===== src/sv/cfaq_pkg.sv =====
// ----------------------------------------------------------------------------
// cfaq_pkg: shared constants, codes and helpers of the frame assembler queue
// Sizes of the slot ring, status and mode codes, the first-byte length
// decoder and the address map of the frame memory.
// ----------------------------------------------------------------------------
package cfaq_pkg;

	localparam int FRAME_SLOTS     = 8;
	localparam int MAX_FRAME_BYTES = 16;

	localparam int SLOT_W = $clog2(FRAME_SLOTS);
	localparam int POS_W  = $clog2(MAX_FRAME_BYTES);
	localparam int CNT_W  = $clog2(MAX_FRAME_BYTES + 1);
	localparam int DEPTH  = FRAME_SLOTS * MAX_FRAME_BYTES;
	localparam int ADDR_W = $clog2(DEPTH);

	localparam logic MODE_PUSH = 1'b0;
	localparam logic MODE_POP  = 1'b1;

	localparam logic [1:0] STAT_ACCEPT = 2'd0;
	localparam logic [1:0] STAT_DROP   = 2'd1;
	localparam logic [1:0] STAT_BYTE   = 2'd2;
	localparam logic [1:0] STAT_EMPTY  = 2'd3;

	typedef enum logic {
		S_IDLE,
		S_POP
	} seq_state_t;

	typedef struct packed {
		logic              full;
		logic              empty;
		logic              hf_push;
		logic              hf_pop;
		logic [ADDR_W-1:0] wr_addr;
		logic [SLOT_W-1:0] rd_slot;
		logic [CNT_W-1:0]  rd_fill;
	} ring_info_t;

	// Frame length in bytes, decoded from the first byte of a frame.
	function automatic logic [CNT_W-1:0] frame_len(input logic [7:0] b);
		logic [3:0] lo;
		logic [1:0] a;
		logic [1:0] c;
		logic [3:0] hi;
		logic [CNT_W-1:0] n;
		lo = b[3:0];
		a  = b[5:4];
		c  = b[7:6];
		hi = b[7:4];
		unique case (lo)
			4'd0, 4'd1, 4'd2, 4'd7, 4'd8: n = CNT_W'(1);
			4'd3: begin
				if (a == 2'b11) begin
					n = (c != 2'b00) ? CNT_W'(4) : CNT_W'(2);
				end else if (c == 2'b11) begin
					n = CNT_W'(3);
				end else begin
					n = CNT_W'(3) + ((a != 2'b00) ? CNT_W'(2) : CNT_W'(0))
						+ ((c != 2'b00) ? CNT_W'(2) : CNT_W'(0));
				end
			end
			4'd4: begin
				n = CNT_W'(3) + ((a != 2'b00) ? CNT_W'(4) : CNT_W'(0))
					+ ((c != 2'b00) ? CNT_W'(4) : CNT_W'(0));
			end
			4'd5: n = CNT_W'(9);
			4'd6: n = (hi >= 4'd1 && hi <= 4'd4) ? CNT_W'(2) : CNT_W'(1);
			default: n = CNT_W'(MAX_FRAME_BYTES);
		endcase
		return n;
	endfunction

	// Control and query frames are flagged as priority.
	function automatic logic is_priority(input logic [7:0] b);
		return (b[3:0] == 4'd1) || (b[3:0] == 4'd2);
	endfunction

	function automatic logic [SLOT_W-1:0] slot_inc(input logic [SLOT_W-1:0] s);
		return (s == SLOT_W'(FRAME_SLOTS - 1)) ? '0 : s + 1'b1;
	endfunction

	function automatic logic [ADDR_W-1:0] slot_addr(input logic [SLOT_W-1:0] s,
		input logic [POS_W-1:0] p);
		return ADDR_W'(s) * ADDR_W'(MAX_FRAME_BYTES) + ADDR_W'(p);
	endfunction

endpackage


===== src/sv/cfaq_ram.sv =====
// ----------------------------------------------------------------------------
// cfaq_ram: generic simple dual-port RAM
// One write port and one read port with a registered read; the read data
// holds while no read is enabled.
// ----------------------------------------------------------------------------
module cfaq_ram #(
	parameter int WIDTH = 8,
	parameter int DEPTH = 128
) (
	input  logic                     clk,
	input  logic                     we,
	input  logic [$clog2(DEPTH)-1:0] waddr,
	input  logic [WIDTH-1:0]         wdata,
	input  logic                     re,
	input  logic [$clog2(DEPTH)-1:0] raddr,
	output logic [WIDTH-1:0]         rdata
);

	logic [WIDTH-1:0] mem_q [DEPTH];

	always_ff @(posedge clk) begin
		if (we) begin
			mem_q[waddr] <= wdata;
		end
		if (re) begin
			rdata <= mem_q[raddr];
		end
	end

endmodule


===== src/sv/cfaq_ring.sv =====
// ----------------------------------------------------------------------------
// cfaq_ring: slot ring bookkeeping
// Write and read slot pointers, the empty flag, the byte position of the frame
// being assembled and a fill count per slot that masks stale memory bytes.
// ----------------------------------------------------------------------------
module cfaq_ring import cfaq_pkg::*; (
	input  logic       clk,
	input  logic       arst_n,
	input  logic       push_en,
	input  logic       pop_en,
	input  logic [7:0] data_byte,
	output ring_info_t info
);

	logic [SLOT_W-1:0] ws_q;
	logic [SLOT_W-1:0] rs_q;
	logic              empty_q;
	logic [POS_W-1:0]  bp_q;
	logic [7:0]        first_q;
	logic [CNT_W-1:0]  fill_q [FRAME_SLOTS];

	logic [CNT_W-1:0]  len;
	logic [CNT_W-1:0]  bp_next;
	logic              done;
	logic [SLOT_W-1:0] rs_inc;

	always_comb begin
		len     = frame_len((bp_q == '0) ? data_byte : first_q);
		bp_next = CNT_W'(bp_q) + CNT_W'(1);
		done    = (bp_q == POS_W'(MAX_FRAME_BYTES - 1)) || (bp_next >= len);
		rs_inc  = slot_inc(rs_q);

		info.full    = !empty_q && (ws_q == rs_q);
		info.empty   = empty_q;
		info.hf_push = !(empty_q && !done);
		info.hf_pop  = (rs_inc != ws_q);
		info.wr_addr = slot_addr(ws_q, bp_q);
		info.rd_slot = rs_q;
		info.rd_fill = fill_q[rs_q];
	end

	always_ff @(posedge clk or negedge arst_n) begin
		if (!arst_n) begin
			ws_q    <= '0;
			rs_q    <= '0;
			empty_q <= 1'b1;
			bp_q    <= '0;
			for (int i = 0; i < FRAME_SLOTS; i++) begin
				fill_q[i] <= '0;
			end
		end else if (push_en) begin
			fill_q[ws_q] <= bp_next;
			if (done) begin
				bp_q <= '0;
				ws_q <= slot_inc(ws_q);
				if (empty_q) begin
					rs_q    <= ws_q;
					empty_q <= 1'b0;
				end
			end else begin
				bp_q <= bp_q + 1'b1;
			end
		end else if (pop_en) begin
			fill_q[rs_q] <= '0;
			rs_q         <= rs_inc;
			empty_q      <= (rs_inc == ws_q);
		end
	end

	// The first byte of the frame under assembly sets its length.
	always_ff @(posedge clk) begin
		if (push_en && bp_q == '0) begin
			first_q <= data_byte;
		end
	end

endmodule


===== src/sv/command_frame_assembler_queue_top.sv =====
// ----------------------------------------------------------------------------
// command_frame_assembler_queue_top: command frame assembler and frame queue
// Pushed bytes build command frames in a ring of slots held in one frame memory;
// a pop streams the oldest complete frame out one byte per cycle unless stalled.
// ----------------------------------------------------------------------------
//
//   channel | signals                                          | dir | per request
//   --------+--------------------------------------------------+-----+--------------
//   in      | in_valid, in_ready, mode, data_byte              | in  | push or pop
//   out     | out_valid, out_ready, status, out_byte,          | out | 1 on push or
//           | priority_res, last, has_frame                    |     | empty pop,
//           |                                                  |     | else 16 bytes
//
// A push writes the byte into the frame memory and registers its result in the
// output stage at the same edge.
// A pop of a waiting frame reads the frame memory one position per cycle while
// the output is not stalled; it occupies the block from the accepting cycle
// through one read per position until the last byte has left the read stage,
// after which the next request is taken.
// Output stalls hold the sequencer: a position is read only when the read
// stage will be free, so a stalled byte is never lost or overwritten.
// Reset is asynchronous and clears the ring pointers, the fill counts and the
// control state; no memory clearing pass is needed, as positions beyond a
// slot's fill count read as zero.
//
module command_frame_assembler_queue_top import cfaq_pkg::*; (
	input  logic       clk,
	input  logic       arst_n,
	input  logic       in_valid,
	output logic       in_ready,
	input  logic       mode,
	input  logic [7:0] data_byte,
	output logic       out_valid,
	input  logic       out_ready,
	output logic [1:0] status,
	output logic [7:0] out_byte,
	output logic       priority_res,
	output logic       last,
	output logic       has_frame
);

	ring_info_t info;

	seq_state_t state_q;
	seq_state_t state_d;

	logic in_ready_c;
	logic in_acc;
	logic push_acc;
	logic pop_acc;
	logic push_go;
	logic pop_go;
	logic direct_res;

	// Pop sequencer registers.
	logic [SLOT_W-1:0] pop_slot_q;
	logic [CNT_W-1:0]  pop_fill_q;
	logic              pop_hf_q;
	logic [POS_W-1:0]  k_q;
	logic              pr_q;

	// Frame memory ports.
	logic              ram_re;
	logic [ADDR_W-1:0] ram_raddr;
	logic [7:0]        ram_rdata;

	// Read stage: the memory's output register plus its side-band bits.
	logic s1_valid_s1;
	logic keep_s1;
	logic last_s1;
	logic first_s1;

	logic out_valid_q;
	logic out_free;
	logic load_s1;
	logic pr_now;

	// Request decoding. A pop of a waiting frame starts the sequencer and
	// gives no result of its own; every other request answers at once.
	always_comb begin
		in_acc     = in_valid && in_ready_c;
		push_acc   = in_acc && (mode == MODE_PUSH);
		pop_acc    = in_acc && (mode == MODE_POP);
		push_go    = push_acc && !info.full;
		pop_go     = pop_acc && !info.empty;
		direct_res = push_acc || (pop_acc && info.empty);
		out_free   = !out_valid_q || out_ready;
		load_s1    = s1_valid_s1 && out_free;
		pr_now     = first_s1 ? is_priority(ram_rdata) : pr_q;
		ram_raddr  = slot_addr(pop_slot_q, k_q);
	end

	assign in_ready = in_ready_c;

	cfaq_ring u_ring (
		.clk       (clk),
		.arst_n    (arst_n),
		.push_en   (push_go),
		.pop_en    (pop_go),
		.data_byte (data_byte),
		.info      (info)
	);

	cfaq_ram #(
		.WIDTH (8),
		.DEPTH (DEPTH)
	) u_frame_mem (
		.clk   (clk),
		.we    (push_go),
		.waddr (info.wr_addr),
		.wdata (data_byte),
		.re    (ram_re),
		.raddr (ram_raddr),
		.rdata (ram_rdata)
	);

	// Sequencer next state.
	always_comb begin
		state_d = state_q;
		unique case (state_q)
			S_IDLE: begin
				if (pop_go) begin
					state_d = S_POP;
				end
			end
			S_POP: begin
				if (ram_re && k_q == POS_W'(MAX_FRAME_BYTES - 1)) begin
					state_d = S_IDLE;
				end
			end
			default: state_d = S_IDLE;
		endcase
	end

	// Sequencer outputs. New requests wait until the read stage has drained.
	always_comb begin
		in_ready_c = 1'b0;
		ram_re     = 1'b0;
		unique case (state_q)
			S_IDLE: in_ready_c = !s1_valid_s1 && out_free;
			S_POP:  ram_re     = !s1_valid_s1 || out_free;
			default: begin
				in_ready_c = 1'b0;
				ram_re     = 1'b0;
			end
		endcase
	end

	always_ff @(posedge clk or negedge arst_n) begin
		if (!arst_n) begin
			state_q     <= S_IDLE;
			k_q         <= '0;
			s1_valid_s1 <= 1'b0;
			out_valid_q <= 1'b0;
		end else begin
			state_q <= state_d;
			if (pop_go) begin
				k_q <= '0;
			end else if (ram_re) begin
				k_q <= k_q + 1'b1;
			end
			if (ram_re) begin
				s1_valid_s1 <= 1'b1;
			end else if (out_free) begin
				s1_valid_s1 <= 1'b0;
			end
			if (load_s1 || direct_res) begin
				out_valid_q <= 1'b1;
			end else if (out_ready) begin
				out_valid_q <= 1'b0;
			end
		end
	end

	// Frame context captured when a pop starts; the ring has already moved on.
	always_ff @(posedge clk) begin
		if (pop_go) begin
			pop_slot_q <= info.rd_slot;
			pop_fill_q <= info.rd_fill;
			pop_hf_q   <= info.hf_pop;
		end
		if (ram_re) begin
			keep_s1  <= (CNT_W'(k_q) < pop_fill_q);
			last_s1  <= (k_q == POS_W'(MAX_FRAME_BYTES - 1));
			first_s1 <= (k_q == '0);
		end
		if (load_s1 && first_s1) begin
			pr_q <= pr_now;
		end
	end

	// Output register payload.
	always_ff @(posedge clk) begin
		if (load_s1) begin
			status       <= STAT_BYTE;
			out_byte     <= keep_s1 ? ram_rdata : 8'd0;
			priority_res <= pr_now;
			last         <= last_s1;
			has_frame    <= pop_hf_q;
		end else if (direct_res) begin
			out_byte     <= 8'd0;
			priority_res <= 1'b0;
			last         <= 1'b1;
			if (pop_acc) begin
				status    <= STAT_EMPTY;
				has_frame <= 1'b0;
			end else if (info.full) begin
				status    <= STAT_DROP;
				has_frame <= 1'b1;
			end else begin
				status    <= STAT_ACCEPT;
				has_frame <= info.hf_push;
			end
		end
	end

	assign out_valid = out_valid_q;

	// The closing byte of a frame can only leave once the sequencer is idle.
	a_last_byte_idle: assert property (@(posedge clk) disable iff (!arst_n)
		(out_valid && out_ready && status == STAT_BYTE && last) |-> (state_q == S_IDLE))
		else $error("frame closed while the pop sequencer was still running");

	// A started pop begins reading at the first position of the slot.
	a_pop_start: assert property (@(posedge clk) disable iff (!arst_n)
		pop_go |=> (state_q == S_POP && k_q == '0))
		else $error("pop did not start at position zero");

	// No push may write the frame memory during a pop or while a popped byte sits in the read stage.
	a_no_write_in_pop: assert property (@(posedge clk) disable iff (!arst_n)
		(s1_valid_s1 || state_q == S_POP) |-> !push_go)
		else $error("frame memory written during a pop");

	// Every result other than a frame byte is the only result of its request.
	a_single_last: assert property (@(posedge clk) disable iff (!arst_n)
		(out_valid && status != STAT_BYTE) |-> last)
		else $error("single result without last");

endmodule

===== config.mk =====
export PLATFORM = sky130hd
export DESIGN_NAME = command_frame_assembler_queue_top
export DESIGN_NICKNAME = d
export VERILOG_FILES = /design/src/sv/cfaq_pkg.sv /design/src/sv/cfaq_ram.sv /design/src/sv/cfaq_ring.sv /design/src/sv/command_frame_assembler_queue_top.sv
export SDC_FILE = /design/constraint.sdc
export NUM_CORES = 1
export LEC_CHECK = 0
export BUFFER_PORTS_ARGS = -buffer_cell sky130_fd_sc_hd__buf_2
export CAP_MARGIN = 20
export CORE_UTILIZATION = 30
export CTS_BUF_LIST = sky130_fd_sc_hd__clkbuf_2 sky130_fd_sc_hd__clkbuf_4 sky130_fd_sc_hd__clkbuf_8
export CTS_CLUSTER_SIZE = 8
export DETAILED_ROUTE_END_ITERATION = 10
export GPL_ROUTABILITY_DRIVEN = 0
export PLACE_DENSITY_LB_ADDON = 0.12
export SLEW_MARGIN = 20
export SYNTH_ARGS = -nofsm -noshare
export SYNTH_HDL_FRONTEND = slang
export SYNTH_HIERARCHICAL = 1
export SYNTH_SLANG_ARGS = --single-unit

===== constraint.sdc =====
create_clock -name clk -period 8.6 [get_ports clk]
set_input_delay 1.29 -clock clk [delete_from_list [all_inputs] [get_ports clk]]
set_output_delay 1.29 -clock clk [all_outputs]
set_load 0.005 [all_outputs]

After elaboration in Yosys (flattened, before gate mapping)
Memory sizes are Yosys's and may differ from the RTL's. A register that Yosys moved wholly into a read port is not among the register bits.
Index checks and enable logic that the tools add are counted.
{"block": "totals", "memories": 1, "latchBits": 0, "regBits": 92, "mem_bits_ro": 0, "ram_bits": 1024, "in_bits": 13, "out_inout_bits": 15}
{"block": "op_classes", "bitwise_logic": 6, "shifts": 0, "n_addsub": 11, "mul": 0, "div": 0, "n_eq_ne": 21, "n_reduce_logical": 42, "n_lt_le_gt_ge": 8, "n_mux": 57}
{"memory": "u_frame_mem.mem_q", "depth": 128, "width": 8, "rd": 1, "rd_clocked_by_memory_dff": 1, "wr": 1, "line_no": "cfaq_ram.sv:19", "source": "logic [WIDTH-1:0] mem_q [DEPTH];"}
{"op": "$mux 40", "count": 2}
{"op": "$and 40x40->40", "count": 1}
{"op": "$bwmux 40", "count": 1}
{"op": "$not 40->40", "count": 1}
{"op": "$mux 8", "count": 4}
{"op": "$demux 5 s3", "count": 2}
{"op": "$mux 5", "count": 6}
{"op": "$mux 3", "count": 9}
{"op": "$pmux 5 s5", "count": 1}
{"op": "$mux 1", "count": 23}
{"op": "$eq 4x3->1 const B", "count": 4}
{"op": "$logic_and 1x1->1", "count": 16}
{"op": "$bmux 5 s3", "count": 1}
{"op": "$add 7x4->7", "count": 2}
{"op": "$reduce_bool 2->1", "count": 7}
{"op": "$eq 4x2->1 const B", "count": 3}
{"op": "$eq 4x4->1 const B", "count": 3}
{"op": "$logic_not 4->1", "count": 3}
{"op": "$mux 4", "count": 3}
{"op": "$add 3x5->5 const A", "count": 2}
{"op": "$add 5x5->5", "count": 2}
{"op": "$add 4x1->4 const B", "count": 2}
{"op": "$eq 4x1->1 const B", "count": 2}
{"op": "$ge 4x4->1 const B", "count": 2}
{"op": "other kinds (21)", "count": 43}

Longest topological paths before layout
{"block": "depth", "depth_word": 18, "mapped_depth": 19, "mapped_depth_nobuf": 16}

Cells and area by module
Netlist, hierarchy kept.
{"module": "cfaq_ram", "area_each_um2": 39745.6, "cells_each": 1635, "n_inst": 1}
{"module": "cfaq_ring", "area_each_um2": 3474.6, "cells_each": 367, "n_inst": 1}
{"module": "command_frame_assembler_queue_top", "area_each_um2": 1400.1, "cells_each": 102, "n_inst": 1}

Worst setup path before layout
No wires, ideal clock.
{"block": "synth_path", "path_kind": "in2reg", "startpoint": "input data_byte[6]", "endpoint": "register has_frame (data pin)", "t_arrival_ns": 3.416, "t_required_ns": 8.324, "stages": 13, "setup_slack_ns": 4.908, "path_buffers": 0, "path_cell_list": "nor2_1 mux2_2 ha_1 nor4_4 a211oi_2 a211oi_2 ha_1 nand2b_1 a21oi_1 o21a_1 nand2_1 nor3_1 a221oi_1"}
{"item": "start: declaration", "line_no": "command_frame_assembler_queue_top.sv:32", "source": "input logic [7:0] data_byte,"}
{"item": "end signal: assignment", "line_no": "command_frame_assembler_queue_top.sv:199", "source": "has_frame <= pop_hf_q;"}
{"item": "end signal: assignment", "line_no": "command_frame_assembler_queue_top.sv:212", "source": "has_frame <= info.hf_push;"}
{"item": "end: declaration", "line_no": "command_frame_assembler_queue_top.sv:39", "source": "output logic has_frame"}

==> run metrics <==
clk sinks=1124; Setup TNS=0 ns; CP most frequent cell=ha_1; DP Wirelength=74100 um; Mapped Area=0.0446 mm^2; Synth Area in Compound Gates=1.67%; Leak Pwr=15.8 nW; Pre-antenna DRT Iters=5; final wirelength=120000 um; Post-Syn Area per Cell=21.2 um^2; full die area=0.150 mm^2; metal3 WL=6500 um; Detail Route Antenna Nets=0; maximum VDD drop=0.220 mV; Seq/Total Area, Yosys=75.0%; CTS clk-pin slew, worst paths=0.06 ns; CP Max Fanout=31; IO Count=28; Via density=5.01; Logic pwr share=27.3%; Final Cell Area=0.0508 mm^2; DP Area=0.0471 mm^2; Primary FF master, synth=edfxtp_1; Final Max Tran Viols=0; wire per inst=27.8 um; Synth Area in Adders=0.477%; Die Span Y=388 um; internal power=10.6 mW; Net Sw Frac=30.6%; Final Setup Violations=0; clock root cell=clkbuf_8; Hold WC Path Type=flop to flop; post-synthesis simple-gate area fraction=3.52%; max cap viols=0; Chip Width=388 um; Clock Power Share=30.7%; Hold EP=u_ring/fill_q[17]$_DFFE_PN0P_; worst hold path startpoint=u_ring/fill_q[17]$_DFFE_PN0P_; hold path depth=2; FF-to-FF Start=u_ring/bp_q[0]$_DFFE_PN0P_; FP Rows=141; fraction of registers with async set/reset=5.16%; Buf+Inv Stages, Crit Path=2; top layer in use=met4; cells along the critical path=buf_4, inv_1, ha_1, nor3b_4, mux2_2, ha_1, nor4_4, a211oi_2, a211oi_2, ha_1, nand2b_1, a21oi_1, o21a_1, nand2_1, nor3_1, a221oi_1; antenna violations before repair=12; fin crit period=4.81 ns; worst-margin pin slew=1.15 ns; DR iter-0 viols=1712; Peak Freq=0.208 GHz; power per cell area=299 mW/mm^2; family with the most delay on the worst path=simple AND/OR/NAND/NOR gates; Routed met2 length=58200 um; required time of the critical path=9.17 ns; # Post-CTS Setup Buffers=0; port bufs=27; Clock Skews=0.0372 ns; layout cell share with drive strength beyond 1=31.7%; EDFF count, synth=1064; R2R Setup Slk=3.79 ns; All-Layer GR Usage=16.2%; Worst path max stage delay=0.91 ns; pin count of the biggest net entering global routing=122; setup slack after layout=3.79 ns; Crit Path Class=flop to flop; largest family of logic cells by synthesized area=multiplexers; RSZ-0062 raised after global routing=no; final hold violation count=0; final hold slack=0.477 ns; final net count=2285; Bufs on Longest Clock Path=3; Tcrit/Tclk final=55.9%; reg2reg end=has_frame$_DFFE_PP_; CORE AREA=0.148 mm^2; M1 wire length=52700 um; Mapped Cells=2104; # fillers=13700; Synth cell types=65; sequential power share=42.1%; Initial Util=30.2%; post-synth net total=2134; Ys Warns=6; CTS buffer count=191; vias in the first global route=22900; CTS tree=yes; WP data arrival=5.38 ns; pre-CTS setup slack=3.46 ns; synthesized flop and latch total=1124; Worst Reg-to-Reg Cells=16; multiplexer area fraction after synthesis=17.8%; area grow syn2layout=13.9%; Clock Latency Late Sink=0.89 ns; post-cts repair resize count=0; total congestion overflow=0; global-route wire length before repair=173000 um; XOR/XNOR Fraction of Synth Area=0.236%; H-Tree Depth=4; Remaining DRCs=0; sw power=4.65 mW; hold buffer count at cts=0; routed vias=21700; slowest CP cell=nor3b_4; Rel. slew slack=22.8%; outcome=complete, no violations; Layout Utilization=34.4%; critical path endpoint category=flop; startpoint types=flop
worst max path at each step:
stage | slack (ns) | start | end | cells after the start
after floorplan | 4.91 | data_byte[6] | has_frame$_DFFE_PP_ | 13
after global routing | 3.58 | u_ring/bp_q[0]$_DFFE_PN0P_ | has_frame$_DFFE_PP_ | 16
after detailed placement | 3.46 | out_ready | u_frame_mem/mem_q[110][0]$_DFFE_PP_ | 8
after CTS | 3.80 | u_ring/bp_q[0]$_DFFE_PN0P_ | has_frame$_DFFE_PP_ | 16
after global placement | 3.53 | out_ready | u_frame_mem/mem_q[110][0]$_DFFE_PP_ | 8
final | 3.79 | u_ring/bp_q[0]$_DFFE_PN0P_ | has_frame$_DFFE_PP_ | 16
worst register-to-register path, delay by kind of cell (launching register included):
family	cells	cell delay, ns
compound gates	5	0.93
fa+ha+maj	3	0.64
buf+inv	2	0.40
flops	1	0.35
mux	1	0.47
simple gates	5	1.71
synthesized netlist by cell type (2+ instances only):
cell type | n | area (um^2)
buf_1 | 18 | 67.6
and3_1 | 10 | 62.6
buf_2 | 21 | 105
mux2_2 | 18 | 203
nor2b_2 | 2 | 17.5
a31oi_1 | 5 | 31.3
a21boi_0 | 2 | 15.0
buf_4 | 13 | 97.6
and2_1 | 4 | 25.0
a211oi_2 | 3 | 37.5
dfrtp_1 | 57 | 1430
a22oi_1 | 3 | 22.5
edfxtp_1 | 1064 | 32000
buf_6 | 2 | 22.5
mux2i_1 | 15 | 150
a221oi_1 | 4 | 35.0
clkbuf_1 | 58 | 218
nand3b_1 | 3 | 22.5
nor3b_2 | 3 | 37.5
nand4_1 | 5 | 31.3
a211o_1 | 2 | 17.5
a22o_1 | 9 | 78.8
a21oi_1 | 9 | 45.0
mux4_2 | 336 | 7570
nor2_1 | 159 | 597
dfxtp_1 | 2 | 40.0
a21o_1 | 3 | 22.5
nand2b_1 | 14 | 87.6
nand3_1 | 31 | 155
inv_1 | 16 | 60.1
a211oi_1 | 2 | 15.0
xnor2_1 | 6 | 52.6
nor3_1 | 19 | 95.1
o22ai_1 | 8 | 50.1
a221o_1 | 3 | 30.0
ha_1 | 17 | 213
o21ai_0 | 43 | 215
nor2b_1 | 12 | 75.1
nand2_1 | 69 | 259
or3_1 | 3 | 18.8
xor2_1 | 6 | 52.6
mux2i_2 | 2 | 27.5
logic make-up after synthesis:
| logic type | count (synthesis) |
|---|---|
| buf+inv | 130 |
| flops | 1124 |
| xor+xnor | 12 |
| mux | 371 |
| compound gates | 109 |
| fa+ha+maj | 17 |
| simple gates | 341 |
metal layers:
metal | vias up | track usage, %
li1 | 9077 | -
met5 | - | 0
met4 | 0 | 4.99
met2 | 648 | 25.9
met3 | 189 | 3.75
met1 | 11800 | 21.8
registers in the layout (all words and copies together) (netlist names), 4 cells and up:
register / cells
u_frame_mem/mem_q: 1024
u_ring/fill_q: 40
out_byte: 8
u_frame_mem/rdata: 8
u_ring/first_q: 8
pop_fill_q: 5
k_q: 4
u_ring/bp_q: 4
metrics by stage:
step / cells / power (mW)
finish: 4335 / 15.2
global route: 4334 / 15.9
CTS: 4332 / 15.5
detailed placement: 3991 / 10.8
global placement: 3991 / 10.7
floorplan: 2104 / 9.21
area by class of cell:
type	count	area, um^2	share of cell area [%]
tap	1930	2410	4.75
inverter	17	63.8	0.126
clock buffer	269	3270	6.44
antenna	2	5.00	0.00985
sequential	1124	33500	65.8
timing repair buffer	71	510	1.00
clock inverter	72	434	0.855
multi-input combinational	850	10700	21.0
placed cells by master (no fill, tap or decap), types with 4 or more instances in the layout:
cell type	n
nor2_1	156
inv_1	16
o22ai_1	8
xor2_1	6
a22o_1	9
edfxtp_1	1064
a31oi_1	5
ha_1	17
nand3_1	29
nor2b_1	12
o21ai_0	43
buf_4	50
clkinv_1	43
nand2_1	66
nor3_2	8
nand2b_1	14
a21oi_1	9
and2_1	4
clkinv_2	16
mux2i_1	15
a221oi_1	4
mux4_2	336
clkinvlp_4	4
clkbuf_8	200
buf_2	19
dfrtp_1	54
nor3_1	12
clkbuf_4	69
mux2_2	18
and3_1	10
xnor2_1	6
nand4_1	5
power by group through the flow:
stage	Sequential [mW]	Clock, mW	Combinational [mW]
2_1_floorplan	6.35	0	2.86
3_3_place_gp	6.51	0	4.24
3_5_place_dp	6.51	0	4.26
4_1_cts	6.40	4.84	4.27
5_1_grt	6.42	5.05	4.41
6_report	6.40	4.66	4.14
Power figures use the tool's default switching activity.
